### src/rtl/sha0f_pkg.sv
// ----------------------------------------------------------------------------
// sha0f_pkg: shared types and constants for the folded SHA-0 hash
// Round constants, initial chaining value, queue item and result bundle
// types, and the per-round mixing functions.
// ----------------------------------------------------------------------------
`timescale 1ns / 1ps
`default_nettype none

package sha0f_pkg;

    // Round constants, also used as fold masks
    localparam logic [31:0] RK1 = 32'h5a827999;
    localparam logic [31:0] RK2 = 32'h6ed9eba1;
    localparam logic [31:0] RK3 = 32'h8f1bbcdc;
    localparam logic [31:0] RK4 = 32'hca62c1d6;

    // Initial chaining value, word 0 at index 0
    localparam logic [4:0][31:0] CHAIN_IV = {
        32'hc3d2e1f0, 32'h10325476, 32'h98badcfe, 32'hefcdab89, 32'h67452301
    };

    localparam logic [7:0] PAD_MARK   = 8'h80;
    localparam logic [6:0] LAST_ROUND = 7'd79;
    localparam logic [5:0] LAST_BYTE  = 6'd63;
    localparam logic [5:0] LEN_START  = 6'd60;

    // Input transaction as held in the front queue
    typedef struct packed {
        logic       kind;
        logic [7:0] data_byte;
    } item_t;

    typedef logic [3:0][31:0] digest_t;

    // Digest hand-off from the engine to the result buffer
    typedef struct packed {
        logic    load;
        digest_t words;
    } res_load_t;

    // Round constant by round number
    function automatic logic [31:0] round_k(input logic [6:0] r);
        logic [31:0] k;
        if (r < 7'd20)      k = RK1;
        else if (r < 7'd40) k = RK2;
        else if (r < 7'd60) k = RK3;
        else                k = RK4;
        return k;
    endfunction

    // Round boolean function by round number
    function automatic logic [31:0] round_f(input logic [6:0] r, input logic [31:0] b,
                                            input logic [31:0] c, input logic [31:0] d);
        logic [31:0] f;
        if (r < 7'd20)      f = (b & c) | (~b & d);
        else if (r < 7'd40) f = b ^ c ^ d;
        else if (r < 7'd60) f = (b & c) | (b & d) | (c & d);
        else                f = b ^ c ^ d;
        return f;
    endfunction

    // Fold mask for digest word j
    function automatic logic [31:0] fold_mask(input logic [1:0] j);
        logic [31:0] m;
        case (j)
            2'd0:    m = RK1;
            2'd1:    m = RK2;
            2'd2:    m = RK3;
            default: m = RK4;
        endcase
        return m;
    endfunction

endpackage

`default_nettype wire

### src/rtl/sha0f_front.sv
// ----------------------------------------------------------------------------
// sha0f_front: input queue
// Accepts byte and finish transactions and holds them in a small FIFO until
// the hash engine takes them.
// ----------------------------------------------------------------------------
`timescale 1ns / 1ps
`default_nettype none

module sha0f_front #(
    parameter int DEPTH = 4
) (
    input  wire                  clk,
    input  wire                  rst_n,
    input  wire                  push,
    input  wire sha0f_pkg::item_t push_item,
    output logic                 full,
    output logic                 q_valid,
    output sha0f_pkg::item_t     q_item,
    input  wire                  q_pop
);
    import sha0f_pkg::*;

    localparam int PTR_W = $clog2(DEPTH);
    localparam int CNT_W = $clog2(DEPTH + 1);

    item_t             mem_reg [DEPTH];
    logic [PTR_W-1:0]  wr_ptr_reg;
    logic [PTR_W-1:0]  rd_ptr_reg;
    logic [CNT_W-1:0]  count_reg;
    logic              do_push;
    logic              do_pop;

    assign full    = (count_reg == CNT_W'(DEPTH));
    assign q_valid = (count_reg != '0);
    assign q_item  = mem_reg[rd_ptr_reg];
    assign do_push = push && !full;
    assign do_pop  = q_pop && q_valid;

    // Storage
    always_ff @(posedge clk)
    begin
        if (do_push)
        begin
            mem_reg[wr_ptr_reg] <= push_item;
        end
    end

    // Pointers and occupancy
    always_ff @(posedge clk or negedge rst_n)
    begin
        if (!rst_n)
        begin
            wr_ptr_reg <= '0;
            rd_ptr_reg <= '0;
            count_reg  <= '0;
        end
        else
        begin
            if (do_push)
            begin
                wr_ptr_reg <= (wr_ptr_reg == PTR_W'(DEPTH - 1)) ? '0 : wr_ptr_reg + 1'b1;
            end
            if (do_pop)
            begin
                rd_ptr_reg <= (rd_ptr_reg == PTR_W'(DEPTH - 1)) ? '0 : rd_ptr_reg + 1'b1;
            end
            if (do_push && !do_pop)
            begin
                count_reg <= count_reg + 1'b1;
            end
            else if (do_pop && !do_push)
            begin
                count_reg <= count_reg - 1'b1;
            end
        end
    end

endmodule

`default_nettype wire

### src/rtl/sha0f_core.sv
// ----------------------------------------------------------------------------
// sha0f_core: SHA-0 compression engine
// Packs bytes into a 16-word schedule window, runs 80 rounds per block,
// generates padding and length bytes on finish, and folds the digest.
// ----------------------------------------------------------------------------
`timescale 1ns / 1ps
`default_nettype none

module sha0f_core (
    input  wire                   clk,
    input  wire                   rst_n,
    input  wire                   q_valid,
    input  wire sha0f_pkg::item_t q_item,
    output logic                  q_pop,
    input  wire                   out_ready,
    output sha0f_pkg::res_load_t  res
);
    import sha0f_pkg::*;

    typedef enum logic [4:0] {
        ST_IDLE   = 5'b00001,
        ST_PAD    = 5'b00010,
        ST_ROUND  = 5'b00100,
        ST_UPDATE = 5'b01000,
        ST_FOLD   = 5'b10000
    } state_t;

    state_t            state_reg;
    state_t            state_next;
    logic [4:0][31:0]  chain_reg;
    logic [4:0][31:0]  work_reg;     // a..e
    logic [15:0][31:0] w_reg;        // schedule window, w_reg[0] is current
    logic [23:0]       acc_reg;      // partial word
    logic [31:0]       total_reg;
    logic [5:0]        fill_reg;
    logic [6:0]        round_reg;
    logic              pad_reg;      // finish in progress
    logic              marker_reg;   // 0x80 already placed
    logic              len_ok_reg;   // current block carries the length

    logic              wr_en;
    logic              msg_byte;
    logic              start_pad;
    logic [7:0]        wr_byte;
    logic [7:0]        pad_byte;
    logic [7:0]        len_byte;
    logic              block_done;
    logic [31:0]       t_sum;
    logic [31:0]       w_new;

    // Length byte for the current position, most significant first
    always_comb
    begin
        case (fill_reg[1:0])
            2'd0:    len_byte = total_reg[31:24];
            2'd1:    len_byte = total_reg[23:16];
            2'd2:    len_byte = total_reg[15:8];
            default: len_byte = total_reg[7:0];
        endcase
    end

    // Padding byte source
    always_comb
    begin
        if (!marker_reg)
        begin
            pad_byte = PAD_MARK;
        end
        else if (len_ok_reg && (fill_reg >= LEN_START))
        begin
            pad_byte = len_byte;
        end
        else
        begin
            pad_byte = 8'h00;
        end
    end

    // Byte source selection and queue pop
    always_comb
    begin
        q_pop     = 1'b0;
        wr_en     = 1'b0;
        msg_byte  = 1'b0;
        start_pad = 1'b0;
        wr_byte   = q_item.data_byte;
        case (state_reg)
            ST_IDLE:
            begin
                if (q_valid)
                begin
                    q_pop = 1'b1;
                    if (!q_item.kind)
                    begin
                        wr_en    = 1'b1;
                        msg_byte = 1'b1;
                    end
                    else
                    begin
                        start_pad = 1'b1;
                    end
                end
            end
            ST_PAD:
            begin
                wr_en   = 1'b1;
                wr_byte = pad_byte;
            end
            default:
            begin
            end
        endcase
    end

    assign block_done = wr_en && (fill_reg == LAST_BYTE);

    // One SHA round and schedule expansion
    assign t_sum = {work_reg[0][26:0], work_reg[0][31:27]}
                 + round_f(round_reg, work_reg[1], work_reg[2], work_reg[3])
                 + work_reg[4] + w_reg[0] + round_k(round_reg);
    assign w_new = w_reg[13] ^ w_reg[8] ^ w_reg[2] ^ w_reg[0];

    // Folded digest
    always_comb
    begin
        res.load = (state_reg == ST_FOLD) && out_ready;
        for (int j = 0; j < 4; j++)
        begin
            res.words[j] = chain_reg[j] + (chain_reg[4] & fold_mask(2'(j)));
        end
    end

    // Next state
    always_comb
    begin
        state_next = state_reg;
        case (state_reg)
            ST_IDLE:
            begin
                if (block_done)     state_next = ST_ROUND;
                else if (start_pad) state_next = ST_PAD;
            end
            ST_PAD:
            begin
                if (block_done) state_next = ST_ROUND;
            end
            ST_ROUND:
            begin
                if (round_reg == LAST_ROUND) state_next = ST_UPDATE;
            end
            ST_UPDATE:
            begin
                if (!pad_reg)        state_next = ST_IDLE;
                else if (len_ok_reg) state_next = ST_FOLD;
                else                 state_next = ST_PAD;
            end
            ST_FOLD:
            begin
                if (out_ready) state_next = ST_IDLE;
            end
            default:
            begin
                state_next = ST_IDLE;
            end
        endcase
    end

    // Datapath registers: schedule window, partial word, working variables
    always_ff @(posedge clk)
    begin
        if (wr_en)
        begin
            acc_reg <= {acc_reg[15:0], wr_byte};
            if (fill_reg[1:0] == 2'd3)
            begin
                w_reg <= {{acc_reg, wr_byte}, w_reg[15:1]};
            end
        end
        else if (state_reg == ST_ROUND)
        begin
            w_reg <= {w_new, w_reg[15:1]};
        end

        if (block_done)
        begin
            work_reg <= chain_reg;
        end
        else if (state_reg == ST_ROUND)
        begin
            work_reg[0] <= t_sum;
            work_reg[1] <= work_reg[0];
            work_reg[2] <= {work_reg[1][1:0], work_reg[1][31:2]};
            work_reg[3] <= work_reg[2];
            work_reg[4] <= work_reg[3];
        end
    end

    // Control and chaining state
    always_ff @(posedge clk or negedge rst_n)
    begin
        if (!rst_n)
        begin
            state_reg  <= ST_IDLE;
            chain_reg  <= CHAIN_IV;
            total_reg  <= '0;
            fill_reg   <= '0;
            round_reg  <= '0;
            pad_reg    <= 1'b0;
            marker_reg <= 1'b0;
            len_ok_reg <= 1'b0;
        end
        else
        begin
            state_reg <= state_next;

            if (msg_byte)
            begin
                total_reg <= total_reg + 1'b1;
            end
            if (wr_en)
            begin
                fill_reg <= fill_reg + 1'b1;
            end
            if (state_reg == ST_PAD)
            begin
                marker_reg <= 1'b1;
            end

            // finish: marker and length fit this block unless 60+ bytes are held
            if (start_pad)
            begin
                pad_reg    <= 1'b1;
                marker_reg <= 1'b0;
                len_ok_reg <= (fill_reg < LEN_START);
            end

            if (block_done)
            begin
                round_reg <= '0;
            end
            else if (state_reg == ST_ROUND)
            begin
                round_reg <= round_reg + 1'b1;
            end

            if (state_reg == ST_UPDATE)
            begin
                for (int i = 0; i < 5; i++)
                begin
                    chain_reg[i] <= chain_reg[i] + work_reg[i];
                end
                if (pad_reg)
                begin
                    len_ok_reg <= 1'b1;
                end
            end

            // digest handed off: restart the hash
            if (res.load)
            begin
                chain_reg <= CHAIN_IV;
                total_reg <= '0;
                fill_reg  <= '0;
                pad_reg   <= 1'b0;
            end
        end
    end

endmodule

`default_nettype wire

### src/rtl/sha0f_out.sv
// ----------------------------------------------------------------------------
// sha0f_out: digest result buffer
// Holds one folded 128-bit digest and presents it as four word transactions
// in order.
// ----------------------------------------------------------------------------
`timescale 1ns / 1ps
`default_nettype none

module sha0f_out (
    input  wire                       clk,
    input  wire                       rst_n,
    input  wire sha0f_pkg::res_load_t res,
    output logic                      ready,
    output logic                      empty,
    input  wire                       pop,
    output logic [31:0]               digest_word,
    output logic [1:0]                word_index,
    output logic                      last_word
);
    import sha0f_pkg::*;

    digest_t    words_reg;
    logic [1:0] idx_reg;
    logic       valid_reg;
    logic       do_pop;

    assign ready       = !valid_reg;
    assign empty       = !valid_reg;
    assign do_pop      = pop && valid_reg;
    assign digest_word = words_reg[idx_reg];
    assign word_index  = idx_reg;
    assign last_word   = (idx_reg == 2'd3);

    // Digest words
    always_ff @(posedge clk)
    begin
        if (res.load && !valid_reg)
        begin
            words_reg <= res.words;
        end
    end

    // Word sequencing
    always_ff @(posedge clk or negedge rst_n)
    begin
        if (!rst_n)
        begin
            valid_reg <= 1'b0;
            idx_reg   <= '0;
        end
        else
        begin
            if (res.load && !valid_reg)
            begin
                valid_reg <= 1'b1;
                idx_reg   <= '0;
            end
            else if (do_pop)
            begin
                idx_reg <= idx_reg + 1'b1;
                if (last_word)
                begin
                    valid_reg <= 1'b0;
                end
            end
        end
    end

endmodule

`default_nettype wire

### src/rtl/sha0_folded_128_hash.sv
// Flow: an accepted byte is registered in the input queue and absorbed when the
// engine is idle; a full block then runs 80 rounds and the chaining update.
// Finish: padding fills the block (two blocks if 60 or more bytes are held),
// each runs its rounds and update, then the fold hands the digest on as four
// word pops. The queue takes items while the engine runs, until it is full.
// Reset: chaining value to the SHA initial values, counts cleared, queues empty.
`timescale 1ns / 1ps
`default_nettype none

// ----------------------------------------------------------------------------
// sha0_folded_128_hash: folded 128-bit SHA-0 over a byte stream
// Input queue feeding a one-round-per-cycle compression engine and a
// four-word digest result buffer.
// ----------------------------------------------------------------------------
module sha0_folded_128_hash #(
    parameter int QUEUE_DEPTH = 4
) (
    input  wire         clk,
    input  wire         rst_n,
    input  wire         push,
    output logic        full,
    input  wire         kind,
    input  wire  [7:0]  data_byte,
    output logic        empty,
    input  wire         pop,
    output logic [31:0] digest_word,
    output logic [1:0]  word_index,
    output logic        last_word
);
    import sha0f_pkg::*;

    item_t     push_item;
    item_t     q_item;
    logic      q_valid;
    logic      q_pop;
    logic      out_ready;
    res_load_t res;

    assign push_item.kind      = kind;
    assign push_item.data_byte = data_byte;

    // Input transaction queue
    sha0f_front #(
        .DEPTH (QUEUE_DEPTH)
    ) u_front (
        .clk       (clk),
        .rst_n     (rst_n),
        .push      (push),
        .push_item (push_item),
        .full      (full),
        .q_valid   (q_valid),
        .q_item    (q_item),
        .q_pop     (q_pop)
    );

    // Compression engine
    sha0f_core u_core (
        .clk       (clk),
        .rst_n     (rst_n),
        .q_valid   (q_valid),
        .q_item    (q_item),
        .q_pop     (q_pop),
        .out_ready (out_ready),
        .res       (res)
    );

    // Digest result buffer
    sha0f_out u_out (
        .clk         (clk),
        .rst_n       (rst_n),
        .res         (res),
        .ready       (out_ready),
        .empty       (empty),
        .pop         (pop),
        .digest_word (digest_word),
        .word_index  (word_index),
        .last_word   (last_word)
    );

endmodule

`default_nettype wire

### config.mk
export PLATFORM = sky130hd
export DESIGN_NAME = sha0_folded_128_hash
export DESIGN_NICKNAME = d
export VERILOG_FILES = /design/src/rtl/sha0f_pkg.sv /design/src/rtl/sha0f_front.sv /design/src/rtl/sha0f_core.sv /design/src/rtl/sha0f_out.sv /design/src/rtl/sha0_folded_128_hash.sv
export SDC_FILE = /design/constraint.sdc
export NUM_CORES = 2
export LEC_CHECK = 0
export BUFFER_PORTS_ARGS = -buffer_cell sky130_fd_sc_hd__buf_2
export CAP_MARGIN = 20
export CORE_ASPECT_RATIO = 2
export CORE_UTILIZATION = 55
export DETAILED_ROUTE_END_ITERATION = 7
export PLACE_DENSITY = 0.72
export SETUP_SLACK_MARGIN = 0.05
export SYNTH_ARGS = -nofsm -noshare
export SYNTH_HDL_FRONTEND = slang
export SYNTH_SLANG_ARGS = --single-unit
### constraint.sdc
create_clock -name clk -period 21.4 [get_ports clk]
set_input_delay 5.35 -clock clk [delete_from_list [all_inputs] [get_ports clk]]
set_output_delay 5.35 -clock clk [all_outputs]
set_load 0.01 [all_outputs]
==> key figures <==
Detailed routing
  – TritonRoute pass-1 iters: 8
  – Final ANT Viol Nets: 0
  – Initial DRC Count: 3163
  – Avg Vias per Cell: 5.91
  – Routed len/inst: 22.6 um
  – Post-Route WL: 138000 um
  – Drt drc: 16
  – Via count: 36065

STA
  – Worst Tran Pin Value: 1.16 ns
  – Setup tns final: 0 ns
  – Tcrit/Tclk final: 0.371
  – Max Clk Rate: 0.126 GHz
  – Tmin final: 7.93 ns
  – Hold WS: 0.408 ns
  – RSZ-0062 raised after global routing: no
  – Final Setup Violations: 0
  – Slew Viols, Final: 0
  – Rel. slew slack: 0.221
  – Clk_skew: 0.0244 ns
  – Hold Violations, Final: 0

Clocking
  – Cts hold-fix bufs: 0
  – CTS tree: yes
  – Clock Path Buffers: 3
  – Clk slew on worst S/H paths: 0.07 ns
  – Setup bufs post-CTS: 0
  – Clock latency on the worst-skew pair: 0.72 ns
  – CTS Root Cell: clkbuf_16
  – H-tree depth: 3
  – CTS buffer count: 92
  – CTS Sinks: 1083
  – Post-cts sizing count: 0

Synth
  – Post-synthesis sequential area ratio: 0.563
  – Post-synth ARST share: 0.206
  – Yosys Warn Count: 0
  – Post-Synthesis Cell Area: 56000 sq um
  – Mean cell area of the mapped netlist: 12.1 sq um
  – Cell variety after synth: 109
  – Syn_nets: 5079
  – Top FF cell, synth: edfxtp_1
  – Post-synth EDFFs: 860
  – Cells after synthesis: 4638
  – #FFs+latches synth: 1083

Run
  – Max-Cap Viols: 0

Global routing
  – Antenna violations before repair: 1
  – First-pass GRT wire length: 213000 um
  – Pin count of the biggest net entering global routing: 209
  – Total Routing Usage GR: 0.277
  – GRT Residual Overflow: 0
  – Vias in the first global route: 37150

Placed design
  – Port Buffers: 49
  – Placed wire-length estimate: 98600 um
  – GP Congestion: 1.00

Run status
  – Violations in the final reports: design-rule violations
  – Outcome: finished, violations left

Die
  – I/O pins: 50
  – Die width: 228 um
  – FP Rows: 165
  – Die area: 103000 sq um
  – Die height: 453 um
  – Effective utilization at floorplan: 0.554
  – Core area: 101000 sq um

Power and ir drop
  – Tot Pwr: 5.40 mW
  – NetSw: 1.43 mW
  – Reg power frac: 0.508
  – Int Power: 3.97 mW
  – VDD IR max: 67.2 uV
  – Comb pwr share: 0.144
  – Leak pwr: 23.9 nW
  – Clock power share: 0.348
  – Sw Ratio: 0.265
  – P per Cell Area: 88.4 nW/um^2

Layout
  – Max reg flops: 512
  – Layout cell share with drive strength beyond 1: 0.0906
  – Area of the multi-input gates: 23100 sq um
  – Sequential standard cell area: 31500 sq um
  – Fillers: 7961
  – Layout Utilization: 0.605
  – Layout area overhead: 9.19%
  – Fin nets: 5128

Critical path
  – Cell family with most CP delay: compound AO/OA/AOI/OAI gates
  – Crit start category: flop
  – Critical path's slowest cell: nor2_1
  – CP Max Fanout: 14
  – Worst path required time: 21.82 ns
  – Arr. time, crit path: 8.35 ns
  – Crit path buffers/inverters: 6
  – CP Capture Type: flop
  – Crit-path max cell delay: 0.56 ns
  – CP Class: reg -> reg

Worst hold path
  – Hold crit path type: reg -> reg
[worst reg2reg max path: cells and delay by family (launching register included)]
| family | cells | cell delay [ns] |
|---|---|---|
| AO/OA/AOI/OAI | 9 | 2.15 |
| AND/OR/NAND/NOR | 7 | 2.01 |
| adder cells (fa/ha/maj) | 5 | 1.95 |
| buffers and inverters | 6 | 0.93 |
| flip-flops | 1 | 0.46 |
| XOR/XNOR | 1 | 0.13 |
[power groups by stage]
stage / clock, mW / sequential, mW / combinational (mW)
2_1_floorplan: 0 / 2.85 / 0.593
3_3_place_gp: 0 / 2.78 / 0.765
3_5_place_dp: 0 / 2.79 / 0.784
4_1_cts: 1.91 / 2.75 / 0.792
5_1_grt: 1.98 / 2.77 / 0.875
6_report: 1.88 / 2.75 / 0.777
[path summary, 6_finish.rpt]
| path | from | to | slack, ns | cells past startpoint |
|---|---|---|---|---|
| min in group asynchronous | rst_n | u_core.chain_reg[127] | 4.65 | 1 |
| min | u_core.w_reg[117] | u_core.w_reg[85] | 0.41 | 0 |
| min reg2reg | u_core.w_reg[117] | u_core.w_reg[85] | 0.41 | 0 |
| max | u_core.round_reg[3] | u_core.work_reg[31] | 13.47 | 28 |
| max reg2reg | u_core.round_reg[3] | u_core.work_reg[31] | 13.47 | 28 |
| max in group asynchronous | rst_n | u_core.chain_reg[65] | 15.26 | 3 |
[kinds of logic (layout without fill, tap and decap cells)]
| group | Yosys count | after routing | share of synthesized area |
|---|---|---|---|
| compound gates | 957 | 957 | 0.108 |
| xor+xnor | 395 | 395 | 0.0618 |
| fa+ha+maj | 428 | 428 | 0.113 |
| buf+inv | 363 | 492 | 0.0252 |
| flops | 1083 | 1083 | 0.563 |
| mux | 57 | 57 | 0.0195 |
| other cells | 0 | 3 | 0 |
| simple gates | 1355 | 1355 | 0.109 |
[per-layer routing]
metal,vias up,track usage,part of all wire
met3,336,0.0330,0.049
li1,16788,-,-
met5,-,0,0
met1,17818,0.325,0.37
met4,0,0.180,0.070
met2,1123,0.477,0.51
[synthesized netlist by cell type (all sizes together) (8+ instances only)]
master / n / area, sq um
fa: 127 / 2540
inv: 232 / 871
o21bai: 32 / 240
or2: 8 / 50.1
a222oi: 8 / 80.1
a31oi: 38 / 238
nor2: 299 / 1140
and3: 33 / 206
nand3: 88 / 453
o32ai: 20 / 175
o31ai: 21 / 163
a211oi: 30 / 230
nor3: 70 / 355
mux4: 41 / 923
or3: 33 / 206
a21boi: 9 / 67.6
nand4: 30 / 188
nand2: 622 / 2340
nor3b: 17 / 133
edfxtp: 860 / 25800
dfstp: 81 / 2130
and2: 17 / 106
xor2: 135 / 1180
a21oi: 275 / 1380
clkbuf: 85 / 329
dfrtp: 142 / 3550
mux2i: 11 / 110
a21o: 94 / 708
o21ai: 291 / 1470
nor2b: 59 / 369
ha: 301 / 3770
xnor2: 260 / 2280
nand2b: 49 / 307
o21a: 26 / 195
buf: 44 / 196
[placed cells by master, fill, tap and decap left out, types with 8 or more instances in the layout]
master / count
a211oi_1: 29
a21o_1: 92
a21oi_1: 274
a222oi_1: 8
a31oi_1: 38
and2_1: 17
and3_1: 32
buf_2: 49
buf_4: 32
bufinv_16: 19
clkbuf_1: 12
clkbuf_16: 94
clkinv_1: 8
clkinv_2: 15
dfrtp_1: 140
dfstp_2: 81
edfxtp_1: 860
fa_1: 127
ha_1: 301
inv_1: 230
mux2i_1: 11
mux4_2: 41
nand2_1: 618
nand2b_1: 49
nand3_1: 86
nand4_1: 30
nor2_1: 293
nor2b_1: 59
nor3_1: 69
nor3b_1: 16
o21a_1: 26
o21ai_0: 270
o21ai_1: 17
o21bai_1: 32
o31ai_1: 20
o32ai_1: 20
or3_1: 33
xnor2_1: 260
xor2_1: 135
[layout make-up]
| type | instances | share of cell area |
|---|---|---|
| inverter | 233 | 0.0144 |
| antenna | 3 | 0.000123 |
| clock buffer | 110 | 0.0401 |
| multi-input combinational | 3192 | 0.378 |
| clock inverter | 64 | 0.0152 |
| timing repair buffer | 85 | 0.00917 |
| tap | 1336 | 0.0274 |
| sequential | 1083 | 0.516 |
[through the flow]
stage / area [sq um] / instances / setup slack (ns)
after floorplan: 56000 / 4638 / 7.99
after global placement: 57700 / 5927 / 13.55
after detailed placement: 57700 / 5927 / 13.45
after CTS: 61100 / 6101 / 13.41
after global routing: 61100 / 6104 / 13.00
final: 61100 / 6106 / 13.47
Note: power is estimated with default switching activity, not from simulation.
